**src/hw/rtl/alt_pkg.sv**
```systemverilog
// Shared types, constants and character helpers for the assembler line tokenizer.
package alt_pkg;

    // Default limits for the top-level parameters.
    localparam int LINE_LIMIT_DEF = 1024;
    localparam int NEST_LIMIT_DEF = 16;
    localparam int ARG_LIMIT_DEF  = 64;

    // Byte codes with a fixed meaning in the line structure.
    localparam logic [7:0] CH_NEWLINE = 8'd10;
    localparam logic [7:0] CH_COLON   = 8'h3A;
    localparam logic [7:0] CH_SEMI    = 8'h3B;
    localparam logic [7:0] CH_DOLLAR  = 8'h24;
    localparam logic [7:0] CH_COMMA   = 8'h2C;
    localparam logic [7:0] CH_DOT     = 8'h2E;
    localparam logic [7:0] CH_UNDER   = 8'h5F;
    localparam logic [7:0] CH_NUL     = 8'h00;

    // Position within one source line.
    typedef enum logic [3:0] {
        PH_START,
        PH_LABEL,
        PH_LDIGIT,
        PH_LDOLLAR,
        PH_LCOLON,
        PH_PREOP,
        PH_OP,
        PH_PREARG,
        PH_ARG,
        PH_COMMENT,
        PH_DISCARD
    } phase_t;

    // Role of one byte in the line.
    typedef enum logic [3:0] {
        CLS_SPACE,
        CLS_LABEL,
        CLS_COLON,
        CLS_EXPORT,
        CLS_OP,
        CLS_ARG,
        CLS_COMMA,
        CLS_COMMENT,
        CLS_DISCARD,
        CLS_LINE_END
    } tok_class_t;

    // Error held for the rest of a line.
    typedef enum logic [2:0] {
        ERR_NONE,
        ERR_LABEL,
        ERR_OP,
        ERR_LONG,
        ERR_NEST,
        ERR_ARGS
    } line_err_t;

    // Bracket kinds kept on the nesting stack.
    typedef enum logic [1:0] {
        BR_PAREN,
        BR_SQUARE,
        BR_CURLY
    } brk_kind_t;

    typedef struct packed {
        logic      hit;
        brk_kind_t kind;
    } br_match_t;

    function automatic logic is_ws(input logic [7:0] c);
        return (c == 8'd32) || (c == 8'd9) || (c == 8'd11) || (c == 8'd12) || (c == 8'd13);
    endfunction

    function automatic logic is_alpha(input logic [7:0] c);
        return ((c >= 8'h61) && (c <= 8'h7A)) || ((c >= 8'h41) && (c <= 8'h5A));
    endfunction

    function automatic logic is_digit(input logic [7:0] c);
        return (c >= 8'h30) && (c <= 8'h39);
    endfunction

    function automatic logic is_word(input logic [7:0] c);
        return (c == CH_UNDER) || is_alpha(c) || is_digit(c);
    endfunction

    function automatic logic is_end_mark(input logic [7:0] c);
        return (c == CH_SEMI) || (c == CH_NUL);
    endfunction

    function automatic br_match_t open_kind(input logic [7:0] c);
        br_match_t m;
        m.hit  = 1'b1;
        m.kind = BR_PAREN;
        if (c == 8'h28)
            m.kind = BR_PAREN;
        else if (c == 8'h5B)
            m.kind = BR_SQUARE;
        else if (c == 8'h7B)
            m.kind = BR_CURLY;
        else
            m.hit = 1'b0;
        return m;
    endfunction

    function automatic br_match_t close_kind(input logic [7:0] c);
        br_match_t m;
        m.hit  = 1'b1;
        m.kind = BR_PAREN;
        if (c == 8'h29)
            m.kind = BR_PAREN;
        else if (c == 8'h5D)
            m.kind = BR_SQUARE;
        else if (c == 8'h7D)
            m.kind = BR_CURLY;
        else
            m.hit = 1'b0;
        return m;
    endfunction

endpackage

```
**src/hw/rtl/asm_line_tokenizer_top.sv**
```systemverilog
// Assembler line tokenizer: tags each source byte with its role in the line.
//
//  Port group   | Dir | Handshake             | Payload
//  -------------+-----+-----------------------+------------------------------------------
//  source byte  | in  | src_valid / src_ready | ch
//  result       | out | res_valid / res_ready | char_class, arg_index, nest_depth,
//               |     |                       | error_code, line_last
//
// One byte is taken per cycle while the result side keeps up; each byte passes the input
// register, then the classification logic into the result register.
// The per-byte state update is a single combinational pass, so throughput is
// one byte per clock whenever the result side keeps up.
// Reset clears the line state; the bracket stack memory holds no reset value.
// A stalled result holds both stages; src_ready stays high while the input
// register is empty or moving on.
module asm_line_tokenizer_top
#(
    parameter int LINE_LIMIT = alt_pkg::LINE_LIMIT_DEF,
    parameter int NEST_LIMIT = alt_pkg::NEST_LIMIT_DEF,
    parameter int ARG_LIMIT  = alt_pkg::ARG_LIMIT_DEF
)
(
    input  logic       clk,
    input  logic       rst_n,
    input  logic       src_valid,
    output logic       src_ready,
    input  logic [7:0] ch,
    output logic       res_valid,
    input  logic       res_ready,
    output logic [3:0] char_class,
    output logic [5:0] arg_index,
    output logic [4:0] nest_depth,
    output logic [2:0] error_code,
    output logic       line_last
);
    import alt_pkg::*;

    localparam int CW = $clog2(LINE_LIMIT + 1);
    localparam int DW = $clog2(NEST_LIMIT + 1);
    localparam int SW = (NEST_LIMIT > 1) ? $clog2(NEST_LIMIT) : 1;
    localparam int AW = $clog2(ARG_LIMIT + 1);

    // Input stage.
    logic       in_valid_reg;
    logic [7:0] ch_reg;

    // Line state.
    phase_t    phase_reg,      phase_next;
    logic [CW-1:0] column_reg, column_next;
    logic [AW-1:0] arg_count_reg, arg_count_next;
    logic [DW-1:0] depth_reg,  depth_next;
    line_err_t line_error_reg, line_error_next;
    brk_kind_t top_reg;
    brk_kind_t stack_mem [NEST_LIMIT];

    // Result stage.
    logic       res_valid_reg;
    tok_class_t cls_reg,    cls_next;
    logic [5:0] aidx_reg,   aidx_next;
    logic [4:0] ndepth_reg, ndepth_next;
    line_err_t  err_reg,    err_next;
    logic       last_reg,   last_next;

    logic      adv;
    logic      push;
    brk_kind_t push_kind;
    logic [SW-1:0] rd_addr;

    // Handshake: the input register moves on when the result register is free.
    assign adv       = in_valid_reg && (!res_valid_reg || res_ready);
    assign src_ready = !in_valid_reg || adv;

    // Classification of the byte in the input register.
    always_comb
    begin
        logic       fail_en;
        line_err_t  fail_code;
        logic       cmt_en;
        logic       op_en;
        logic       arg_en;
        br_match_t  om;
        br_match_t  cm;

        phase_next      = phase_reg;
        column_next     = column_reg;
        arg_count_next  = arg_count_reg;
        depth_next      = depth_reg;
        line_error_next = line_error_reg;
        cls_next        = CLS_SPACE;
        aidx_next       = '0;
        err_next        = line_error_reg;
        last_next       = 1'b0;
        push            = 1'b0;
        push_kind       = BR_PAREN;
        fail_en         = 1'b0;
        fail_code       = ERR_NONE;
        cmt_en          = 1'b0;
        op_en           = 1'b0;
        arg_en          = 1'b0;
        om              = open_kind(ch_reg);
        cm              = close_kind(ch_reg);

        if (ch_reg == CH_NEWLINE)
        begin
            // Line end: report and clear the line state.
            cls_next = CLS_LINE_END;
            if (phase_reg == PH_LDIGIT && line_error_reg == ERR_NONE)
                err_next = ERR_LABEL;
            aidx_next       = (arg_count_reg != '0) ? 6'(arg_count_reg - 1'b1) : 6'd0;
            last_next       = 1'b1;
            phase_next      = PH_START;
            column_next     = '0;
            arg_count_next  = '0;
            depth_next      = '0;
            line_error_next = ERR_NONE;
        end
        else
        begin
            if (phase_reg != PH_DISCARD && column_reg >= CW'(LINE_LIMIT - 1))
            begin
                fail_en   = 1'b1;
                fail_code = ERR_LONG;
            end
            else
            begin
                unique case (phase_reg)
                    PH_START:
                    begin
                        priority if (is_ws(ch_reg))
                        begin
                            phase_next = PH_PREOP;
                            cls_next   = CLS_SPACE;
                        end
                        else if (is_end_mark(ch_reg))
                            cmt_en = 1'b1;
                        else if (ch_reg == CH_DOT || ch_reg == CH_UNDER || is_alpha(ch_reg))
                        begin
                            phase_next = PH_LABEL;
                            cls_next   = CLS_LABEL;
                        end
                        else if (is_digit(ch_reg))
                        begin
                            phase_next = PH_LDIGIT;
                            cls_next   = CLS_LABEL;
                        end
                        else
                        begin
                            fail_en   = 1'b1;
                            fail_code = ERR_LABEL;
                        end
                    end
                    PH_LABEL:
                    begin
                        priority if (is_word(ch_reg))
                            cls_next = CLS_LABEL;
                        else if (ch_reg == CH_COLON)
                        begin
                            phase_next = PH_LCOLON;
                            cls_next   = CLS_COLON;
                        end
                        else if (is_ws(ch_reg))
                        begin
                            phase_next = PH_PREOP;
                            cls_next   = CLS_SPACE;
                        end
                        else if (is_end_mark(ch_reg))
                            cmt_en = 1'b1;
                        else
                        begin
                            fail_en   = 1'b1;
                            fail_code = ERR_LABEL;
                        end
                    end
                    PH_LDIGIT:
                    begin
                        if (ch_reg == CH_DOLLAR)
                        begin
                            phase_next = PH_LDOLLAR;
                            cls_next   = CLS_LABEL;
                        end
                        else
                        begin
                            fail_en   = 1'b1;
                            fail_code = ERR_LABEL;
                        end
                    end
                    PH_LDOLLAR:
                    begin
                        priority if (is_ws(ch_reg))
                        begin
                            phase_next = PH_PREOP;
                            cls_next   = CLS_SPACE;
                        end
                        else if (is_end_mark(ch_reg))
                            cmt_en = 1'b1;
                        else
                        begin
                            fail_en   = 1'b1;
                            fail_code = ERR_LABEL;
                        end
                    end
                    PH_LCOLON:
                    begin
                        if (ch_reg == CH_COLON)
                        begin
                            phase_next = PH_PREOP;
                            cls_next   = CLS_EXPORT;
                        end
                        else
                            op_en = 1'b1;
                    end
                    PH_PREOP:
                        op_en = 1'b1;
                    PH_OP:
                    begin
                        priority if (is_word(ch_reg))
                            cls_next = CLS_OP;
                        else if (is_ws(ch_reg))
                        begin
                            phase_next = PH_PREARG;
                            cls_next   = CLS_SPACE;
                        end
                        else if (is_end_mark(ch_reg))
                            cmt_en = 1'b1;
                        else
                        begin
                            fail_en   = 1'b1;
                            fail_code = ERR_OP;
                        end
                    end
                    PH_PREARG:
                    begin
                        priority if (is_ws(ch_reg))
                            cls_next = CLS_SPACE;
                        else if (is_end_mark(ch_reg))
                            cmt_en = 1'b1;
                        else if (arg_count_reg >= AW'(ARG_LIMIT))
                        begin
                            fail_en   = 1'b1;
                            fail_code = ERR_ARGS;
                        end
                        else
                        begin
                            arg_count_next = arg_count_reg + 1'b1;
                            phase_next     = PH_ARG;
                            arg_en         = 1'b1;
                        end
                    end
                    PH_ARG:
                        arg_en = 1'b1;
                    PH_COMMENT:
                        cls_next = CLS_COMMENT;
                    PH_DISCARD:
                        cls_next = CLS_DISCARD;
                    default:
                    begin
                        phase_next = PH_DISCARD;
                        cls_next   = CLS_DISCARD;
                    end
                endcase
            end

            // Where an operation name may start.
            if (op_en)
            begin
                priority if (is_ws(ch_reg))
                begin
                    phase_next = PH_PREOP;
                    cls_next   = CLS_SPACE;
                end
                else if (is_end_mark(ch_reg))
                    cmt_en = 1'b1;
                else if (ch_reg == CH_UNDER || is_alpha(ch_reg))
                begin
                    phase_next = PH_OP;
                    cls_next   = CLS_OP;
                end
                else
                begin
                    fail_en   = 1'b1;
                    fail_code = ERR_OP;
                end
            end

            // Byte inside an argument, with bracket tracking.
            if (arg_en)
            begin
                if (is_end_mark(ch_reg))
                    cmt_en = 1'b1;
                else
                begin
                    aidx_next = 6'(arg_count_next - 1'b1);
                    priority if (ch_reg == CH_COMMA && depth_reg == '0)
                    begin
                        phase_next = PH_PREARG;
                        cls_next   = CLS_COMMA;
                    end
                    else if (is_ws(ch_reg))
                        cls_next = CLS_SPACE;
                    else if (om.hit)
                    begin
                        if (depth_reg >= DW'(NEST_LIMIT))
                        begin
                            aidx_next = '0;
                            fail_en   = 1'b1;
                            fail_code = ERR_NEST;
                        end
                        else
                        begin
                            push       = 1'b1;
                            push_kind  = om.kind;
                            depth_next = depth_reg + 1'b1;
                            cls_next   = CLS_ARG;
                        end
                    end
                    else
                    begin
                        // A close bracket that does not match the top is plain text.
                        if (cm.hit && depth_reg != '0 && top_reg == cm.kind)
                            depth_next = depth_reg - 1'b1;
                        cls_next = CLS_ARG;
                    end
                end
            end

            if (cmt_en)
            begin
                phase_next = PH_COMMENT;
                depth_next = '0;
                cls_next   = CLS_COMMENT;
            end

            if (fail_en)
            begin
                line_error_next = fail_code;
                phase_next      = PH_DISCARD;
                depth_next      = '0;
                cls_next        = CLS_DISCARD;
            end

            if (column_reg < CW'(LINE_LIMIT))
                column_next = column_reg + 1'b1;
            err_next = line_error_next;
        end

        ndepth_next = 5'(depth_next);
    end

    // Next top of stack is read at the new depth; a push bypasses the memory.
    assign rd_addr = SW'(depth_next - 1'b1);

    // Bracket stack memory and registered top read.
    always_ff @(posedge clk)
    begin
        if (adv && push)
            stack_mem[SW'(depth_reg)] <= push_kind;
        if (adv)
            top_reg <= push ? push_kind : stack_mem[rd_addr];
    end

    // Input register.
    always_ff @(posedge clk or negedge rst_n)
    begin
        if (!rst_n)
            in_valid_reg <= 1'b0;
        else if (src_ready)
            in_valid_reg <= src_valid;
    end

    always_ff @(posedge clk)
    begin
        if (src_ready && src_valid)
            ch_reg <= ch;
    end

    // Line state registers.
    always_ff @(posedge clk or negedge rst_n)
    begin
        if (!rst_n)
        begin
            phase_reg      <= PH_START;
            column_reg     <= '0;
            arg_count_reg  <= '0;
            depth_reg      <= '0;
            line_error_reg <= ERR_NONE;
        end
        else if (adv)
        begin
            phase_reg      <= phase_next;
            column_reg     <= column_next;
            arg_count_reg  <= arg_count_next;
            depth_reg      <= depth_next;
            line_error_reg <= line_error_next;
        end
    end

    // Result register.
    always_ff @(posedge clk or negedge rst_n)
    begin
        if (!rst_n)
            res_valid_reg <= 1'b0;
        else if (adv)
            res_valid_reg <= 1'b1;
        else if (res_ready)
            res_valid_reg <= 1'b0;
    end

    always_ff @(posedge clk)
    begin
        if (adv)
        begin
            cls_reg    <= cls_next;
            aidx_reg   <= aidx_next;
            ndepth_reg <= ndepth_next;
            err_reg    <= err_next;
            last_reg   <= last_next;
        end
    end

    assign res_valid  = res_valid_reg;
    assign char_class = cls_reg;
    assign arg_index  = aidx_reg;
    assign nest_depth = ndepth_reg;
    assign error_code = err_reg;
    assign line_last  = last_reg;

    // Brackets are only open while inside an argument.
    a_depth_in_arg: assert property (@(posedge clk) disable iff (!rst_n)
        (depth_reg != '0) |-> (phase_reg == PH_ARG))
        else $error("bracket depth nonzero outside an argument");

    // Discarding always carries an error.
    a_discard_err: assert property (@(posedge clk) disable iff (!rst_n)
        (phase_reg == PH_DISCARD) |-> (line_error_reg != ERR_NONE))
        else $error("discard phase without a line error");

    // Depth never exceeds the nesting limit.
    a_depth_limit: assert property (@(posedge clk) disable iff (!rst_n)
        depth_reg <= DW'(NEST_LIMIT))
        else $error("bracket depth over limit");

    // A line end result is tagged as such and leaves no open brackets.
    a_line_end: assert property (@(posedge clk) disable iff (!rst_n)
        (res_valid_reg && last_reg) |-> (cls_reg == CLS_LINE_END && ndepth_reg == 5'd0))
        else $error("line end result malformed");

    // Before the line end, an error only shows on discarded bytes.
    a_err_discard: assert property (@(posedge clk) disable iff (!rst_n)
        (res_valid_reg && !last_reg && err_reg != ERR_NONE) |-> (cls_reg == CLS_DISCARD))
        else $error("error reported on a byte that was not discarded");

    // A line end clears the line state.
    a_clear: assert property (@(posedge clk) disable iff (!rst_n)
        (adv && ch_reg == CH_NEWLINE) |=> (column_reg == '0 && phase_reg == PH_START))
        else $error("line state not cleared at line end");

endmodule
```
**config.mk**
```make
export PLATFORM = sky130hd
export DESIGN_NAME = asm_line_tokenizer_top
export DESIGN_NICKNAME = d
export VERILOG_FILES = /design/src/hw/rtl/alt_pkg.sv /design/src/hw/rtl/asm_line_tokenizer_top.sv
export SDC_FILE = /design/constraint.sdc
export NUM_CORES = 1
export LEC_CHECK = 0
export ABC_CLOCK_PERIOD_IN_PS = 4600
export BUFFER_PORTS_ARGS = -buffer_cell sky130_fd_sc_hd__buf_2
export CORE_MARGIN = 2
export CORE_UTILIZATION = 44
export DETAILED_ROUTE_END_ITERATION = 10
export PLACE_DENSITY = 0.62
export REMOVE_ABC_BUFFERS = 1
export SLEW_MARGIN = 20
export SYNTH_ARGS = -nofsm -noshare
export SYNTH_HDL_FRONTEND = slang
export SYNTH_SLANG_ARGS = --single-unit
```
**constraint.sdc**
```tcl
create_clock -name clk -period 4.6 [get_ports clk]
set_clock_uncertainty 0.1 [all_clocks]
set_input_delay 0.69 -clock clk [delete_from_list [all_inputs] [get_ports clk]]
set_output_delay 0.69 -clock clk [all_outputs]
set_load 0.03 [all_outputs]
```
==> results.py <==
metrics = {
    "route": {
        "vias_per_cell": 6.05,
        "num_vias": 4925,
        "ant_nets": 0,
        "drt-initial-drc-count": 527,
        "finalWirelength_um": 15400,
        "route.detailed.drc": 0,
        "avgRoutedWirePerCell_um": 19.0,
        "dr.pass1.iters": 5,
    },
    "finish": {
        "largest_reg_flops": 32,
        "final_nets": 656,
        "antenna_cells": 0,
        "final_cells": 814,
        "final_cell_mix": "68 x nand2_1, 61 x edfxtp_1, 55 x nor2_1, 44 x o21ai_0",
        "final_common_cell": "nand2_1",
        "layout-drive-gt1-share": 0.193,
        "area_growth_pct": 13.2,
    },
    "global_routing": {
        "grt_pass1_wl_um": 25200,
        "grt_max_degree": 43,
        "track_usage": 0.222,
        "grt_pass1_vias": 4791,
        "overflow": 0,
        "antenna_found_initial": 0,
    },
    "placement": {
        "place_congestion": 0.902,
        "io_buffers": 32,
        "post-dp-hpwl_um": 11000,
        "dpl.cell_count": 796,
    },
    "timing": {
        "drv_slew": 0,
        "slew_headroom": 0.410,
        "min_period_ps": 4430,
        "worstMarginPinSlew_ps": 876,
        "finalCritPeriodShare": 0.964,
        "finalHoldViolations": 0,
        "max_freq_mhz": 226,
        "setup_viol": 0,
    },
    "die": {
        "io_pins": 33,
        "die_h_um": 120,
        "initial_core_util": 0.450,
        "die_w_um": 120,
        "dieArea_um2": 14400,
        "rows": 42,
        "core_region_area_um2": 13200,
    },
    "clocking": {
        "cts-root-buf": "clkbuf_16",
        "cts_tree": "done",
        "numCtsBuffers": 9,
        "cts_max_level": 3,
        "insertion_delay_ps": 350,
        "path_clk_slew_ps": 70,
        "cts.sink_count": 93,
        "cts_buffer_depth": 2,
        "holdBufCountCts": 0,
    },
    "setup_path": {
        "startpoint_type": "flop",
        "cpPeakStageDelay_ps": 560,
        "worstSetupPathType": "flop to flop",
        "slowest_stage": "mux4_1",
        "required_ps": 4600,
        "path_max_fanout": 5,
        "arrival_ps": 4440,
        "endpoint_kind": "flop",
        "path_cells": "inv_2 > ha_1 > or4b_4 > or3_4 > a2bb2oi_2 > a311oi_2 > o2bb2ai_2 > or3_4 > ha_4 > buf_6 > mux4_1 > mux2i_1 > mux2i_1 > mux2_2",
    },
    "synthesis": {
        "syn_avg_cell_area_um2": 10.0,
        "synth_async_sr_flop_share": 0.344,
        "syn_inst": 593,
        "ys_seq_elements": 93,
        "synth_compound_area_frac": 0.190,
        "synth-simple-area-share": 0.224,
        "yosys-mux-area-fraction": 0.0546,
        "ys_types": 88,
        "synth_top_family_by_area": "simple AND/OR/NAND/NOR gates",
        "synthAdderAreaFrac": 0.0232,
        "synth_edf_count": 61,
        "synth-seq-area-share": 0.444,
        "synth-xor-area-share": 0.0219,
        "synthFlopType": "edfxtp_1",
        "netlist_area_um2": 5930,
        "synth-warning-count": 0,
    },
    "pwr": {
        "pwr_density_cell_nw_per_um2": 318,
        "vdd_ir_drop_max_uv": 144,
        "p_total_uw": 2130,
        "p_leak_uw": 0.00268,
    },
    "flow_run": {
        "max_cap_viol_count": 0,
    },
    "outcome": {
        "outcome": "complete, no violations",
    },
    "min_path": {
        "hold_class": "input port to async pin",
    },
}
==> critical path: cells and delay by family (launching register included) <==
family          cells  cell delay, ps
flops               1             390
buf+inv             2             240
compound gates      3             600
simple gates        3            1260
fa+ha+maj           2             480
mux                 4            1090
==> kinds of logic (layout without fill, tap and decap cells) <==
kind of cell	count (synthesis)	in the layout
adders and majority gates	11	11
AOI/OAI and AO/OA	160	160
muxes	19	19
buffers and inverters	56	101
and+or+nand+nor	240	240
xor gates and xnor gates	14	14
DFF	93	93
==> cell type report <==
cell class,count,area [um2]
multi-input cells,444,3100
well taps,176,220
clock inverters,7,56.3
clock buffers,9,225
repair buffers,62,389
flip-flops and latches,93,2630
fillers,1195,6480
inverters,23,86.3
==> layer usage <==
layer  GRT usage  part of all wire
met1       0.306              0.46
met2       0.348              0.46
met3      0.0466             0.050
met4      0.0750             0.025
met5           0                 0
==> synthesized netlist by cell type, types with 10 or more instances <==
master,n,area [um2]
a21oi_1,25,125
a31oi_1,11,68.8
clkbuf_1,20,75.1
dfrtp_1,32,801
edfxtp_1,61,1830
ha_1,11,138
inv_1,22,82.6
nand2_1,68,255
nand2b_1,14,87.6
nand3_1,20,100
nor2_1,55,206
nor3_1,12,60.1
o211ai_1,10,75.1
o21ai_0,44,220
==> through the flow <==
| stage | setup TNS, ps | hold slack [ps] | area, um2 | utilization | worst slack (ps) |
|---|---|---|---|---|---|
| after detailed placement | 0 | 388 | 6370 | 0.483 | 54.7 |
| after global routing | -32.0 | 378 | 6710 | 0.509 | -25.3 |
| after CTS | 0 | 349 | 6650 | 0.504 | 40.6 |
| final | 0 | 331 | 6710 | 0.509 | 166 |
| after global placement | 0 | 376 | 6370 | 0.483 | 225 |
| after floorplan | 0 | 294 | 5770 | - | 238 |
==> timing repair <==
action | in CTS | in global routing
resized for setup | 0 | 10
endpoints found under the hold margin | 0 | 0
buffers inserted | 0 | 1
endpoints found under the setup margin | 0 | 2
==> path summary, 6_finish.rpt <==
path	startpoint	slack, ps	cells past startpoint	end
setup / recovery	depth_reg[1]	170	14	top_reg[1]
hold / removal	rst_n	330	1	column_reg[2]
setup reg to reg	depth_reg[1]	170	14	top_reg[1]
hold reg to reg	in_valid_reg	400	1	res_valid
max in group asynchronous	rst_n	3560	1	depth_reg[4]
min in group clk	in_valid_reg	400	1	res_valid
==> power by group <==
group	switching, uW	leakage [uW]	internal (uW)
logic	281	0.00147	152
registers	52.7	0.00108	940
clock network	335	0.000130	373
total	669	0.00268	1470
No activity file was read; power rests on OpenSTA's default activity.
